**config.mk**
```make
export PLATFORM = sky130hd
export DESIGN_NAME = lidar_quadrant_gap_midpoint_core
export DESIGN_NICKNAME = d
export VERILOG_FILES = /design/src/sv/lqgm_pkg.sv /design/src/sv/lqgm_sector.sv /design/src/sv/lqgm_angle.sv /design/src/sv/lqgm_point.sv /design/src/sv/lidar_quadrant_gap_midpoint_core.sv
export SDC_FILE = /design/constraint.sdc
export NUM_CORES = 2
export LEC_CHECK = 0
export ABC_AREA = 1
export ABC_CLOCK_PERIOD_IN_PS = 10800
export BUFFER_PORTS_ARGS = -buffer_cell sky130_fd_sc_hd__clkbuf_2
export CAP_MARGIN = 20
export CORE_UTILIZATION = 25
export CTS_CLUSTER_DIAMETER = 200
export CTS_CLUSTER_SIZE = 24
export DETAILED_ROUTE_END_ITERATION = 12
export PLACE_DENSITY = 0.43
export SYNTH_ARGS = -nofsm -noshare
export SYNTH_HDL_FRONTEND = slang
export SYNTH_SLANG_ARGS = --single-unit
```
**constraint.sdc**
```tcl
create_clock -name i_clk -period 10.8 [get_ports i_clk]
set_input_delay 2.16 -clock i_clk [delete_from_list [all_inputs] [get_ports i_clk]]
set_output_delay 2.16 -clock i_clk [all_outputs]
set_load 0.05 [all_outputs]
```
**src/sv/lqgm_pkg.sv**
```systemverilog
`default_nettype none

package lqgm_pkg;

    // Field widths of the input and result items.
    localparam int RNG_W    = 16;
    localparam int IDX_IN_W = 11;
    localparam int OUT_W    = 17;

    // Trig table format: Q15 magnitudes for whole degrees 0..90.
    localparam int TRIG_W    = 16;
    localparam int SIN_IDX_W = 7;
    localparam int ANG_W     = 9;

    // Product, sum and rounding of the midpoint arithmetic.
    localparam int PROD_W  = RNG_W + TRIG_W;
    localparam int SUM_W   = PROD_W + 1;
    localparam int FRAC_SH = 16;

    typedef logic [RNG_W-1:0]         t_range;
    typedef logic [TRIG_W-1:0]        t_trig;
    typedef logic [ANG_W-1:0]         t_angle;
    typedef logic [PROD_W-1:0]        t_prod;
    typedef logic signed [SUM_W-1:0]  t_sum;
    typedef logic signed [OUT_W-1:0]  t_coord;

    localparam t_range NO_RETURN = 16'hFFFF;
    localparam logic [OUT_W-1:0] OUT_MAX    = 17'd65535;
    localparam logic [SUM_W-1:0] ROUND_HALF = 33'd32768;

    // Angle constants in degrees.
    localparam int DEG_FULL    = 360;
    localparam int DEG_HALF    = 180;
    localparam int DEG_QUARTER = 90;

    // Sector codes.
    localparam logic [1:0] SEC0 = 2'd0;
    localparam logic [1:0] SEC1 = 2'd1;
    localparam logic [1:0] SEC2 = 2'd2;
    localparam logic [1:0] SEC3 = 2'd3;

    // Pair codes: pair A is sectors 0 and 2, pair B is sectors 3 and 1.
    localparam logic PAIR_A = 1'b0;
    localparam logic PAIR_B = 1'b1;

    // Quadrant signs, one bit per sector, set where the coordinate is negative.
    localparam logic [3:0] NEG_X = 4'b0011;
    localparam logic [3:0] NEG_Y = 4'b0110;

    // round(32768 * sin(d)) for d = 0..90.
    localparam t_trig SIN_Q15 [0:90] = '{
        16'd0,     16'd572,   16'd1144,  16'd1715,  16'd2286,
        16'd2856,  16'd3425,  16'd3993,  16'd4560,  16'd5126,
        16'd5690,  16'd6252,  16'd6813,  16'd7371,  16'd7927,
        16'd8481,  16'd9032,  16'd9580,  16'd10126, 16'd10668,
        16'd11207, 16'd11743, 16'd12275, 16'd12803, 16'd13328,
        16'd13848, 16'd14365, 16'd14876, 16'd15384, 16'd15886,
        16'd16384, 16'd16877, 16'd17364, 16'd17847, 16'd18324,
        16'd18795, 16'd19261, 16'd19720, 16'd20174, 16'd20622,
        16'd21063, 16'd21498, 16'd21926, 16'd22348, 16'd22763,
        16'd23170, 16'd23571, 16'd23965, 16'd24351, 16'd24730,
        16'd25102, 16'd25466, 16'd25822, 16'd26170, 16'd26510,
        16'd26842, 16'd27166, 16'd27482, 16'd27789, 16'd28088,
        16'd28378, 16'd28660, 16'd28932, 16'd29197, 16'd29452,
        16'd29698, 16'd29935, 16'd30163, 16'd30382, 16'd30592,
        16'd30792, 16'd30983, 16'd31164, 16'd31336, 16'd31499,
        16'd31651, 16'd31795, 16'd31928, 16'd32052, 16'd32166,
        16'd32270, 16'd32365, 16'd32449, 16'd32524, 16'd32588,
        16'd32643, 16'd32688, 16'd32723, 16'd32748, 16'd32763,
        16'd32768
    };

endpackage

`default_nettype wire

```
**src/sv/lqgm_sector.sv**
```systemverilog
`default_nettype none

module lqgm_sector
    import lqgm_pkg::*;
#(
    parameter int SECTOR_SAMPLES = 360,
    localparam int LW = $clog2(SECTOR_SAMPLES),
    localparam int GW = $clog2(4 * SECTOR_SAMPLES)
) (
    input  wire logic                i_clk,
    input  wire logic                i_rst_n,
    input  wire logic                i_valid,
    output logic                     o_ready,
    input  wire t_range              i_range_mm,
    input  wire logic [IDX_IN_W-1:0] i_sample_index,
    input  wire logic                i_end_of_scan,
    output logic                     o_ev_valid,
    input  wire logic                i_ev_ready,
    output t_range                   o_rng_a,
    output t_range                   o_rng_b,
    output logic [GW-1:0]            o_glb_a,
    output logic [GW-1:0]            o_glb_b,
    output logic                     o_pair
);

    localparam int CW = ($clog2(4 * SECTOR_SAMPLES + 1) > IDX_IN_W) ?
                        $clog2(4 * SECTOR_SAMPLES + 1) : IDX_IN_W;

    logic                r_in_v;
    t_range              r_in_rng;
    logic [IDX_IN_W-1:0] r_in_idx;
    logic                r_in_last;

    t_range              r_min_rng [4];
    logic [LW-1:0]       r_min_idx [4];
    t_range              n_min_rng [4];
    logic [LW-1:0]       n_min_idx [4];

    logic                r_ev_v;
    t_range              r_rng_a;
    t_range              r_rng_b;
    logic [GW-1:0]       r_glb_a;
    logic [GW-1:0]       r_glb_b;
    logic                r_pair;

    logic [CW-1:0]       idx_e;
    logic [CW-1:0]       base;
    logic [1:0]          sec;
    logic                hit;
    logic [LW-1:0]       local_idx;
    logic                emit_ok;
    logic                pair;
    logic                eval_emit;
    logic                ev_ready;
    logic                consume;
    t_range              n_rng_a;
    t_range              n_rng_b;
    logic [GW-1:0]       n_glb_a;
    logic [GW-1:0]       n_glb_b;

    // Sector of the held sample and its index within the sector.
    always_comb begin
        idx_e = CW'(r_in_idx);
        hit   = idx_e < CW'(4 * SECTOR_SAMPLES);
        priority if (idx_e < CW'(SECTOR_SAMPLES)) begin
            sec = SEC0;
        end else if (idx_e < CW'(2 * SECTOR_SAMPLES)) begin
            sec = SEC1;
        end else if (idx_e < CW'(3 * SECTOR_SAMPLES)) begin
            sec = SEC2;
        end else begin
            sec = SEC3;
        end
        unique case (sec)
            SEC0:    base = '0;
            SEC1:    base = CW'(SECTOR_SAMPLES);
            SEC2:    base = CW'(2 * SECTOR_SAMPLES);
            default: base = CW'(3 * SECTOR_SAMPLES);
        endcase
        local_idx = LW'(idx_e - base);
    end

    // Running minima with the held sample merged in; on a tie the lower index wins.
    always_comb begin
        for (int s = 0; s < 4; s++) begin
            n_min_rng[s] = r_min_rng[s];
            n_min_idx[s] = r_min_idx[s];
            if (hit && sec == 2'(s) &&
                (r_in_rng < r_min_rng[s] ||
                 (r_in_rng == r_min_rng[s] && local_idx < r_min_idx[s]))) begin
                n_min_rng[s] = r_in_rng;
                n_min_idx[s] = local_idx;
            end
        end
    end

    // Pair choice at the end of a scan; with returns in sectors 1 and 2, equal sector 0 and 3 minima give no result.
    always_comb begin
        emit_ok = 1'b1;
        pair    = PAIR_A;
        priority if (n_min_rng[1] == NO_RETURN) begin
            pair = PAIR_A;
        end else if (n_min_rng[2] == NO_RETURN) begin
            pair = PAIR_B;
        end else if (n_min_rng[0] < n_min_rng[3]) begin
            pair = PAIR_A;
        end else if (n_min_rng[0] > n_min_rng[3]) begin
            pair = PAIR_B;
        end else begin
            emit_ok = 1'b0;
        end
    end

    // Scan positions and ranges of the two chosen sector minima.
    always_comb begin
        if (pair == PAIR_B) begin
            n_rng_a = n_min_rng[3];
            n_rng_b = n_min_rng[1];
            n_glb_a = GW'(3 * SECTOR_SAMPLES) + GW'(n_min_idx[3]);
            n_glb_b = GW'(SECTOR_SAMPLES) + GW'(n_min_idx[1]);
        end else begin
            n_rng_a = n_min_rng[0];
            n_rng_b = n_min_rng[2];
            n_glb_a = GW'(n_min_idx[0]);
            n_glb_b = GW'(2 * SECTOR_SAMPLES) + GW'(n_min_idx[2]);
        end
    end

    // Handshake: an item leaves the input register unless its result cannot move on.
    assign eval_emit = r_in_last && emit_ok;
    assign ev_ready  = !r_ev_v || i_ev_ready;
    assign consume   = r_in_v && (!eval_emit || ev_ready);
    assign o_ready   = !r_in_v || consume;

    // Control state and the sector minima.
    always_ff @(posedge i_clk) begin
        if (!i_rst_n) begin
            r_in_v <= 1'b0;
            r_ev_v <= 1'b0;
            for (int s = 0; s < 4; s++) begin
                r_min_rng[s] <= NO_RETURN;
                r_min_idx[s] <= '0;
            end
        end else begin
            if (o_ready) begin
                r_in_v <= i_valid;
            end
            if (ev_ready) begin
                r_ev_v <= consume && eval_emit;
            end
            if (consume) begin
                for (int s = 0; s < 4; s++) begin
                    if (r_in_last) begin
                        r_min_rng[s] <= NO_RETURN;
                        r_min_idx[s] <= '0;
                    end else begin
                        r_min_rng[s] <= n_min_rng[s];
                        r_min_idx[s] <= n_min_idx[s];
                    end
                end
            end
        end
    end

    // Payload registers.
    always_ff @(posedge i_clk) begin
        if (i_valid && o_ready) begin
            r_in_rng  <= i_range_mm;
            r_in_idx  <= i_sample_index;
            r_in_last <= i_end_of_scan;
        end
        if (ev_ready && consume && eval_emit) begin
            r_rng_a <= n_rng_a;
            r_rng_b <= n_rng_b;
            r_glb_a <= n_glb_a;
            r_glb_b <= n_glb_b;
            r_pair  <= pair;
        end
    end

    assign o_ev_valid = r_ev_v;
    assign o_rng_a    = r_rng_a;
    assign o_rng_b    = r_rng_b;
    assign o_glb_a    = r_glb_a;
    assign o_glb_b    = r_glb_b;
    assign o_pair     = r_pair;

`ifndef SYNTH
    a_clear_after_scan: assert property (@(posedge i_clk) disable iff (!i_rst_n)
        consume && r_in_last |=>
            r_min_rng[0] == NO_RETURN && r_min_rng[1] == NO_RETURN &&
            r_min_rng[2] == NO_RETURN && r_min_rng[3] == NO_RETURN)
        else $error("sector minima not cleared after end of scan");

    a_index_in_sector: assert property (@(posedge i_clk) disable iff (!i_rst_n)
        (LW+1)'(r_min_idx[0]) < (LW+1)'(SECTOR_SAMPLES) &&
        (LW+1)'(r_min_idx[1]) < (LW+1)'(SECTOR_SAMPLES) &&
        (LW+1)'(r_min_idx[2]) < (LW+1)'(SECTOR_SAMPLES) &&
        (LW+1)'(r_min_idx[3]) < (LW+1)'(SECTOR_SAMPLES))
        else $error("sector minimum index outside its sector");

    a_pair_positions: assert property (@(posedge i_clk) disable iff (!i_rst_n)
        r_ev_v |->
            ((r_pair == PAIR_B) ?
                (r_glb_a >= GW'(3 * SECTOR_SAMPLES) && r_glb_b >= GW'(SECTOR_SAMPLES) &&
                 r_glb_b < GW'(2 * SECTOR_SAMPLES)) :
                (r_glb_a < GW'(SECTOR_SAMPLES) && r_glb_b >= GW'(2 * SECTOR_SAMPLES) &&
                 r_glb_b < GW'(3 * SECTOR_SAMPLES))))
        else $error("chosen scan positions do not match the chosen pair");
`endif

endmodule

`default_nettype wire

```
**src/sv/lqgm_angle.sv**
```systemverilog
`default_nettype none

module lqgm_angle
    import lqgm_pkg::*;
#(
    parameter int SECTOR_SAMPLES     = 360,
    parameter int SAMPLES_PER_DEGREE = 4,
    localparam int GW = $clog2(4 * SECTOR_SAMPLES)
) (
    input  wire logic          i_clk,
    input  wire logic          i_rst_n,
    input  wire logic          i_in_valid,
    output logic               o_in_ready,
    input  wire t_range        i_rng_a,
    input  wire t_range        i_rng_b,
    input  wire logic [GW-1:0] i_glb_a,
    input  wire logic [GW-1:0] i_glb_b,
    input  wire logic          i_pair,
    output logic               o_out_valid,
    input  wire logic          i_out_ready,
    output t_range             o_rng_a,
    output t_range             o_rng_b,
    output logic               o_pair,
    output t_trig              o_cos_a,
    output t_trig              o_sin_a,
    output t_trig              o_cos_b,
    output t_trig              o_sin_b
);

    // Degree = position / SAMPLES_PER_DEGREE through an exact reciprocal multiply.
    localparam int DMAX  = (4 * SECTOR_SAMPLES - 1) / SAMPLES_PER_DEGREE;
    localparam int DW    = $clog2(DMAX + 1);
    localparam int EW    = (DW > ANG_W) ? DW : ANG_W;
    localparam int KMAX  = DMAX / DEG_FULL;
    localparam int SH    = GW + 4;
    localparam int RW    = SH + 1;
    localparam int MW    = GW + RW;
    localparam int RECIP = ((1 << SH) + SAMPLES_PER_DEGREE - 1) / SAMPLES_PER_DEGREE;

    logic          r_deg_v;
    logic [DW-1:0] r_deg_a;
    logic [DW-1:0] r_deg_b;
    t_range        r_deg_rng_a;
    t_range        r_deg_rng_b;
    logic          r_deg_pair;

    logic          r_ang_v;
    t_angle        r_ang_a;
    t_angle        r_ang_b;
    t_range        r_ang_rng_a;
    t_range        r_ang_rng_b;
    logic          r_ang_pair;

    logic          r_trig_v;
    t_trig         r_cos_a;
    t_trig         r_sin_a;
    t_trig         r_cos_b;
    t_trig         r_sin_b;
    t_range        r_trig_rng_a;
    t_range        r_trig_rng_b;
    logic          r_trig_pair;

    logic [MW-1:0] prod_a;
    logic [MW-1:0] prod_b;
    t_angle        n_ang_a;
    t_angle        n_ang_b;
    logic          rdy_deg;
    logic          rdy_ang;
    logic          rdy_trig;

    // Whole degrees reduced modulo 360 by a ladder of constant compares.
    function automatic t_angle wrap_deg(input logic [DW-1:0] deg);
        logic [EW-1:0] deg_e;
        logic [EW-1:0] red;
        deg_e = EW'(deg);
        red   = deg_e;
        for (int k = 1; k <= KMAX; k++) begin
            if (deg_e >= EW'(k * DEG_FULL)) begin
                red = deg_e - EW'(k * DEG_FULL);
            end
        end
        return red[ANG_W-1:0];
    endfunction

    // Folds an angle below 180 degrees onto the 0..90 table.
    function automatic logic [SIN_IDX_W-1:0] fold_half(input t_angle a);
        t_angle f;
        f = (a > t_angle'(DEG_QUARTER)) ? t_angle'(DEG_HALF) - a : a;
        return f[SIN_IDX_W-1:0];
    endfunction

    // |sin| of an angle in 0..359.
    function automatic t_trig abs_sin(input t_angle a);
        t_angle h;
        h = (a >= t_angle'(DEG_HALF)) ? a - t_angle'(DEG_HALF) : a;
        return SIN_Q15[fold_half(h)];
    endfunction

    // |cos| of an angle in 0..359, taken as |sin| of the angle plus 90.
    function automatic t_trig abs_cos(input t_angle a);
        t_angle b;
        t_angle h;
        b = a + t_angle'(DEG_QUARTER);
        priority if (b >= t_angle'(DEG_FULL)) begin
            h = b - t_angle'(DEG_FULL);
        end else if (b >= t_angle'(DEG_HALF)) begin
            h = b - t_angle'(DEG_HALF);
        end else begin
            h = b;
        end
        return SIN_Q15[fold_half(h)];
    endfunction

    assign prod_a  = MW'(i_glb_a) * MW'(RECIP);
    assign prod_b  = MW'(i_glb_b) * MW'(RECIP);
    assign n_ang_a = wrap_deg(r_deg_a);
    assign n_ang_b = wrap_deg(r_deg_b);

    // Each stage moves on when it is empty or the next one takes its item.
    assign rdy_trig   = !r_trig_v || i_out_ready;
    assign rdy_ang    = !r_ang_v || rdy_trig;
    assign rdy_deg    = !r_deg_v || rdy_ang;
    assign o_in_ready = rdy_deg;

    always_ff @(posedge i_clk) begin
        if (!i_rst_n) begin
            r_deg_v  <= 1'b0;
            r_ang_v  <= 1'b0;
            r_trig_v <= 1'b0;
        end else begin
            if (rdy_deg) begin
                r_deg_v <= i_in_valid;
            end
            if (rdy_ang) begin
                r_ang_v <= r_deg_v;
            end
            if (rdy_trig) begin
                r_trig_v <= r_ang_v;
            end
        end
    end

    // Degree stage, wrap stage and table stage payloads.
    always_ff @(posedge i_clk) begin
        if (rdy_deg && i_in_valid) begin
            r_deg_a     <= prod_a[SH +: DW];
            r_deg_b     <= prod_b[SH +: DW];
            r_deg_rng_a <= i_rng_a;
            r_deg_rng_b <= i_rng_b;
            r_deg_pair  <= i_pair;
        end
        if (rdy_ang && r_deg_v) begin
            r_ang_a     <= n_ang_a;
            r_ang_b     <= n_ang_b;
            r_ang_rng_a <= r_deg_rng_a;
            r_ang_rng_b <= r_deg_rng_b;
            r_ang_pair  <= r_deg_pair;
        end
        if (rdy_trig && r_ang_v) begin
            r_cos_a      <= abs_cos(r_ang_a);
            r_sin_a      <= abs_sin(r_ang_a);
            r_cos_b      <= abs_cos(r_ang_b);
            r_sin_b      <= abs_sin(r_ang_b);
            r_trig_rng_a <= r_ang_rng_a;
            r_trig_rng_b <= r_ang_rng_b;
            r_trig_pair  <= r_ang_pair;
        end
    end

    assign o_out_valid = r_trig_v;
    assign o_rng_a     = r_trig_rng_a;
    assign o_rng_b     = r_trig_rng_b;
    assign o_pair      = r_trig_pair;
    assign o_cos_a     = r_cos_a;
    assign o_sin_a     = r_sin_a;
    assign o_cos_b     = r_cos_b;
    assign o_sin_b     = r_sin_b;

endmodule

`default_nettype wire

```
**src/sv/lqgm_point.sv**
```systemverilog
`default_nettype none

module lqgm_point
    import lqgm_pkg::*;
(
    input  wire logic  i_clk,
    input  wire logic  i_rst_n,
    input  wire logic  i_in_valid,
    output logic       o_in_ready,
    input  wire t_range i_rng_a,
    input  wire t_range i_rng_b,
    input  wire logic  i_pair,
    input  wire t_trig i_cos_a,
    input  wire t_trig i_sin_a,
    input  wire t_trig i_cos_b,
    input  wire t_trig i_sin_b,
    output logic       o_valid,
    input  wire logic  i_ready,
    output t_coord     o_mid_x_mm,
    output t_coord     o_mid_y_mm,
    output logic       o_pair_used
);

    logic       r_prod_v;
    t_prod      r_px_a;
    t_prod      r_py_a;
    t_prod      r_px_b;
    t_prod      r_py_b;
    logic       r_prod_pair;

    logic       r_sum_v;
    t_sum       r_sum_x;
    t_sum       r_sum_y;
    logic       r_sum_pair;

    logic       r_out_v;
    t_coord     r_mid_x;
    t_coord     r_mid_y;
    logic       r_out_pair;

    logic [1:0] sec_a;
    logic [1:0] sec_b;
    t_sum       n_sum_x;
    t_sum       n_sum_y;
    logic       rdy_prod;
    logic       rdy_sum;
    logic       rdy_out;

    // Widens a product and applies its quadrant sign.
    function automatic t_sum signed_term(input t_prod p, input logic neg);
        t_sum v;
        v = t_sum'({1'b0, p});
        return neg ? -v : v;
    endfunction

    // Halves the Q15 sum, rounds half away from zero and saturates.
    function automatic t_coord finish(input t_sum sum);
        logic             neg;
        logic [SUM_W-1:0] mag;
        logic [SUM_W-1:0] rnd;
        logic [OUT_W-1:0] q;
        neg = sum[SUM_W-1];
        mag = neg ? SUM_W'(-sum) : SUM_W'(sum);
        rnd = mag + ROUND_HALF;
        q   = rnd[SUM_W-1:FRAC_SH];
        if (q > OUT_MAX) begin
            q = OUT_MAX;
        end
        return neg ? -t_coord'(q) : t_coord'(q);
    endfunction

    // Sectors of the pair held in the product stage.
    assign sec_a   = (r_prod_pair == PAIR_B) ? SEC3 : SEC0;
    assign sec_b   = (r_prod_pair == PAIR_B) ? SEC1 : SEC2;
    assign n_sum_x = signed_term(r_px_a, NEG_X[sec_a]) + signed_term(r_px_b, NEG_X[sec_b]);
    assign n_sum_y = signed_term(r_py_a, NEG_Y[sec_a]) + signed_term(r_py_b, NEG_Y[sec_b]);

    assign rdy_out    = !r_out_v || i_ready;
    assign rdy_sum    = !r_sum_v || rdy_out;
    assign rdy_prod   = !r_prod_v || rdy_sum;
    assign o_in_ready = rdy_prod;

    always_ff @(posedge i_clk) begin
        if (!i_rst_n) begin
            r_prod_v <= 1'b0;
            r_sum_v  <= 1'b0;
            r_out_v  <= 1'b0;
        end else begin
            if (rdy_prod) begin
                r_prod_v <= i_in_valid;
            end
            if (rdy_sum) begin
                r_sum_v <= r_prod_v;
            end
            if (rdy_out) begin
                r_out_v <= r_sum_v;
            end
        end
    end

    // Product stage, sum stage and result register payloads.
    always_ff @(posedge i_clk) begin
        if (rdy_prod && i_in_valid) begin
            r_px_a      <= PROD_W'(i_rng_a) * PROD_W'(i_cos_a);
            r_py_a      <= PROD_W'(i_rng_a) * PROD_W'(i_sin_a);
            r_px_b      <= PROD_W'(i_rng_b) * PROD_W'(i_cos_b);
            r_py_b      <= PROD_W'(i_rng_b) * PROD_W'(i_sin_b);
            r_prod_pair <= i_pair;
        end
        if (rdy_sum && r_prod_v) begin
            r_sum_x    <= n_sum_x;
            r_sum_y    <= n_sum_y;
            r_sum_pair <= r_prod_pair;
        end
        if (rdy_out && r_sum_v) begin
            r_mid_x    <= finish(r_sum_x);
            r_mid_y    <= finish(r_sum_y);
            r_out_pair <= r_sum_pair;
        end
    end

    assign o_valid     = r_out_v;
    assign o_mid_x_mm  = r_mid_x;
    assign o_mid_y_mm  = r_mid_y;
    assign o_pair_used = r_out_pair;

endmodule

`default_nettype wire

```
**src/sv/lidar_quadrant_gap_midpoint_core.sv**
```systemverilog
// Results: a sample that ends a scan and gets a pair passes through the input, pair,
// degree, wrap, table, product, sum and result registers; other samples give none.
// Throughput: one sample per cycle if not stalled, set by the single compare per sample
// on the sector minima; later stages hold only end-of-scan items and close up bubbles.
// Reset: synchronous, active low; clears all stage valid bits and sets every sector
// minimum to no return at index zero.
`default_nettype none

module lidar_quadrant_gap_midpoint_core
    import lqgm_pkg::*;
#(
    parameter int SECTOR_SAMPLES     = 360,
    parameter int SAMPLES_PER_DEGREE = 4
) (
    input  wire logic                i_clk,
    input  wire logic                i_rst_n,
    input  wire logic                i_valid,
    output logic                     o_ready,
    input  wire logic [RNG_W-1:0]    i_range_mm,
    input  wire logic [IDX_IN_W-1:0] i_sample_index,
    input  wire logic                i_end_of_scan,
    output logic                     o_valid,
    input  wire logic                i_ready,
    output logic signed [OUT_W-1:0]  o_mid_x_mm,
    output logic signed [OUT_W-1:0]  o_mid_y_mm,
    output logic                     o_pair_used
);

    localparam int GW = $clog2(4 * SECTOR_SAMPLES);

    logic          ev_valid;
    logic          ev_ready;
    t_range        ev_rng_a;
    t_range        ev_rng_b;
    logic [GW-1:0] ev_glb_a;
    logic [GW-1:0] ev_glb_b;
    logic          ev_pair;

    logic          tr_valid;
    logic          tr_ready;
    t_range        tr_rng_a;
    t_range        tr_rng_b;
    logic          tr_pair;
    t_trig         tr_cos_a;
    t_trig         tr_sin_a;
    t_trig         tr_cos_b;
    t_trig         tr_sin_b;

    // Input register, sector minima and pair choice.
    lqgm_sector #(
        .SECTOR_SAMPLES (SECTOR_SAMPLES)
    ) u_sector (
        .i_clk          (i_clk),
        .i_rst_n        (i_rst_n),
        .i_valid        (i_valid),
        .o_ready        (o_ready),
        .i_range_mm     (i_range_mm),
        .i_sample_index (i_sample_index),
        .i_end_of_scan  (i_end_of_scan),
        .o_ev_valid     (ev_valid),
        .i_ev_ready     (ev_ready),
        .o_rng_a        (ev_rng_a),
        .o_rng_b        (ev_rng_b),
        .o_glb_a        (ev_glb_a),
        .o_glb_b        (ev_glb_b),
        .o_pair         (ev_pair)
    );

    // Angle of each chosen minimum and its trig magnitudes.
    lqgm_angle #(
        .SECTOR_SAMPLES     (SECTOR_SAMPLES),
        .SAMPLES_PER_DEGREE (SAMPLES_PER_DEGREE)
    ) u_angle (
        .i_clk       (i_clk),
        .i_rst_n     (i_rst_n),
        .i_in_valid  (ev_valid),
        .o_in_ready  (ev_ready),
        .i_rng_a     (ev_rng_a),
        .i_rng_b     (ev_rng_b),
        .i_glb_a     (ev_glb_a),
        .i_glb_b     (ev_glb_b),
        .i_pair      (ev_pair),
        .o_out_valid (tr_valid),
        .i_out_ready (tr_ready),
        .o_rng_a     (tr_rng_a),
        .o_rng_b     (tr_rng_b),
        .o_pair      (tr_pair),
        .o_cos_a     (tr_cos_a),
        .o_sin_a     (tr_sin_a),
        .o_cos_b     (tr_cos_b),
        .o_sin_b     (tr_sin_b)
    );

    // Coordinates, midpoint and result register.
    lqgm_point u_point (
        .i_clk       (i_clk),
        .i_rst_n     (i_rst_n),
        .i_in_valid  (tr_valid),
        .o_in_ready  (tr_ready),
        .i_rng_a     (tr_rng_a),
        .i_rng_b     (tr_rng_b),
        .i_pair      (tr_pair),
        .i_cos_a     (tr_cos_a),
        .i_sin_a     (tr_sin_a),
        .i_cos_b     (tr_cos_b),
        .i_sin_b     (tr_sin_b),
        .o_valid     (o_valid),
        .i_ready     (i_ready),
        .o_mid_x_mm  (o_mid_x_mm),
        .o_mid_y_mm  (o_mid_y_mm),
        .o_pair_used (o_pair_used)
    );

endmodule

`default_nettype wire

```
==> summary.txt <==
Routing
  • Post-detailed-route DRC marker count: 0
  • First-pass iteration count of the detailed router: 6
  • Routed wire length per instance: about 17 um
  • Violation count after the first detailed-routing iteration: ~3500
  • Total wirelength of the detailed-routed design: 226 mm
  • Via count: a little under 60000
  • DRT antenna net count: 0
  • Vias per cell: between 4 and 5

Logic synthesis
  • Ranking of synthesized cells by instance count: 2524 x nand2_1, 1978 x inv_1, 779 x fa_1, 665 x ha_1, 609 x edfxtp_1
  • Combinational family with the most area after synthesis: adder cells
  • Cell variety after synth: roughly 70
  • Count leader, synth: nand2_1
  • Post-Synth XOR/XNOR Area: about 4.2%
  • Synth Net Count: approximately 11000
  • Async SR Flop Fraction: 0%
  • Post-synthesis area per instance: between 7 and 8 um2
  • Number of instances in the synthesized netlist: roughly 9500
  • Share of the synthesized area in the top cell type: 24.2%
  • Number of synthesized flops with an enable pin: between 600 and 700
  • Number of synthesis warnings: 0
  • Mux contribution to synthesized area: 0%
  • Largest area contributor in the synthesized netlist: edfxtp_1
  • Summed instance area of the synthesized netlist: ~0.076 mm2
  • Post-synthesis simple-gate area fraction: 20.3%
  • Complex-gate fraction of the synthesized area: about 7.3%
  • Top area cells in the synthesized netlist: edfxtp_1 24%, fa_1 21%, nand2_1 13%
  • Sequential element share of the synthesized area: around 24%
  • Post-synthesis sequential element count: 617
  • Adder-Cell Fraction of Synth Area: 31.7%
  • Main synth FF type: edfxtp_1

Clocking
  • Maximum level of the CTS H-tree: 1
  • Clock tree root driver cell: clkbuf_16
  • CTS buffer count: 31
  • Number of gates resized after CTS: 0
  • Post-CTS setup repair buffer count: 0
  • Clock latency on the worst-skew pair: approximately 0.75 ns
  • Max Buffers Root-to-Sink: 3
  • CTS clk-pin slew, worst paths: roughly 0.12 ns
  • Clock tree from TritonCTS: built
  • Total clock sinks: 617
  • Number of buffers inserted by hold repair at cts: 0

Layout
  • Post-layout nets: around 11000
  • Area Overhead vs Synth: 7.16%
  • Fraction of final layout cells sized beyond drive strength 1: 3.83%
  • Final std cell area, no fill: 0.0809 mm2

STA
  • Final Slew Violations: 0
  • Tcrit/Tclk final: between 90% and 100%
  • Maximum operating frequency: ~100 MHz
  • Max transition margin: around 29%
  • Setup repair after global routing missed its margin: no
  • Min Tclk post-route: 9.84 ns
  • Final sum of negative setup slack: 0 ns
  • Final hold violation count: 0
  • Worst clock skew: 0.0413 ns
  • Worst-margin pin slew: roughly 1.1 ns
  • Final count of negative-setup-slack endpoints: 0

Floorplan
  • Die W: 552 um
  • Count of standard-cell rows: 201
  • Total Die Area: 0.304 mm2
  • Initial Utilization: between 20% and 30%
  • Count of boundary I/O pins: 69
  • Y dimension of the die: 552 um
  • Core footprint: 0.300 mm2

Critical path
  • Logic depth of the worst setup path including buffers: 29
  • R2R Path Start: u_sector.idx_e[7]
  • Endpoint of the lowest-slack register-to-register path: u_sector.o_glb_b[6]
  • Endpoint type of the worst setup path: output port
  • Sort of element at the start of the critical path: register
  • Critical path's slowest cell: nand2_1
  • Required time of the critical path: about 8.6 ns
  • Delay contributed by the slowest stage of the critical path: roughly 0.61 ns
  • Reg2reg setup slack: around 2.8 ns
  • Worst Setup Path Type: reg2out
  • Top Family by Delay on Critical Path: compound AO/OA/AOI/OAI gates
  • Number of buffer and inverter instances along the worst setup path: 4
  • Arrival time at the worst endpoint: between 7 and 8 ns
  • Worst R2R Path Depth: 30
  • Crit-path max FO: 33

Placement
  • Area after detailed placement: ~0.080 mm2
  • Detailed placement HPWL: ~170 mm
  • IO buf count: between 60 and 70
  • Global placer's final weighted congestion: around 0.89

Power and ir drop
  • Maximum resistive drop on vdd: roughly 0.16 mV
  • Power per cell area: 87.4 mW/mm2
  • Leak pwr: about 41 nW

Run status
  • Status: finished, final reports clean

GRT
  • Vias in the first global route: between 60000 and 70000
  • Overall overflow remaining after global route: 0
  • Maximum number of pins on one net before global-route repair: approximately 80
  • GRT Total Usage: ~15%
  • First-pass GRT wire length: roughly 360 mm
  • Antenna violations before repair: 1

Hold path
  • Min-delay worst type: reg2reg
  • Hold Crit Depth: 0
  • Worst Hold Endpoint: u_angle.r_ang_rng_a[7]
  • Hold path startpoint: u_angle.r_deg_rng_a[7]

Run
  • Count of maximum capacitance violations: 0
## layout by cell type (no fill, tap or decap), drive strengths merged, types with 35 or more instances in the layout
cell    Yosys  final
edfxtp    609    609
inv      2012   2016
o21ai     443    443
a21oi     336    336
ha        665    665
xnor2     111    111
nand4      75     75
nand3     418    418
o211ai     38     38
nand2    2574   2574
clkbuf    295    113
xor2      250    250
fa        779    779
buf        69     75
nor3       65     65
a31oi      35     35
nor2      493    493
## sequential cells by signal (all words and copies together) (netlist names), 17 cells and up
signal and flops:
u_sector.r_min_rng 64, u_sector.r_min_idx 36, u_point.r_sum_x 33, u_point.r_sum_y 33, u_point.r_px_a 32, u_point.r_px_b 32
u_point.r_py_a 32, u_point.r_py_b 32, u_point.o_mid_x_mm 17, u_point.o_mid_y_mm 17
## stage by stage
step	hold slack [ns]	total power, mW	instances	utilization [%]	setup slack (ns)
2_1_floorplan	0.400	4.85	9502	-	3.09
3_3_place_gp	0.402	5.71	13235	26.6	1.62
3_5_place_dp	0.405	5.72	13235	26.6	1.71
4_1_cts	0.411	7.20	13287	26.9	0.831
5_1_grt	0.419	7.63	13292	27.0	0.349
6_report	0.402	7.07	13292	27.0	0.957
## layer usage
metal | vias up | share of wire, % | GRT usage (%)
met5 | - | 0 | 0
met4 | 0 | 1.5 | 2.35
met3 | 181 | 3.4 | 1.01
met2 | 1149 | 48 | 25.8
met1 | 29312 | 47 | 20.4
li1 | 29023 | - | -
## how the worst max path moves through the flow
stage,end,start
floorplan,u_sector.o_glb_a[10],u_sector.idx_e[4]
global placement,o_ready,u_sector.idx_e[7]
detailed placement,o_ready,u_sector.idx_e[7]
CTS,o_ready,u_sector.idx_e[7]
global route,o_ready,u_sector.idx_e[8]
finish,o_ready,u_sector.idx_e[7]
## cell families (layout without fill, tap and decap cells)
family,after synthesis,in the layout
fa+ha+maj,1444,1444
xor+xnor,361,361
simple gates,3712,3712
compound gates,987,987
flops,617,617
buf+inv,2381,2212
other cells,0,1
## final cells by class
class	instances	area (um2)
fillers	32588	219000
multi-input cells	6504	48000
flip-flops and latches	617	18400
inverters	2017	7570
well taps	3958	4950
repair buffers	143	976
clock buffers	45	838
clock inverters	7	111
diodes	1	2.50
## power breakdown
group / switching [mW] / internal, mW / leakage [nW] / total, mW
combinational: 1.81 / 0.959 / 34.7 / 2.76
clock: 0.855 / 0.577 / 0.457 / 1.43
sequential: 0.0562 / 2.82 / 5.52 / 2.87
total: 2.72 / 4.35 / 40.7 / 7.07
Note: power is estimated with default switching activity, not from simulation.
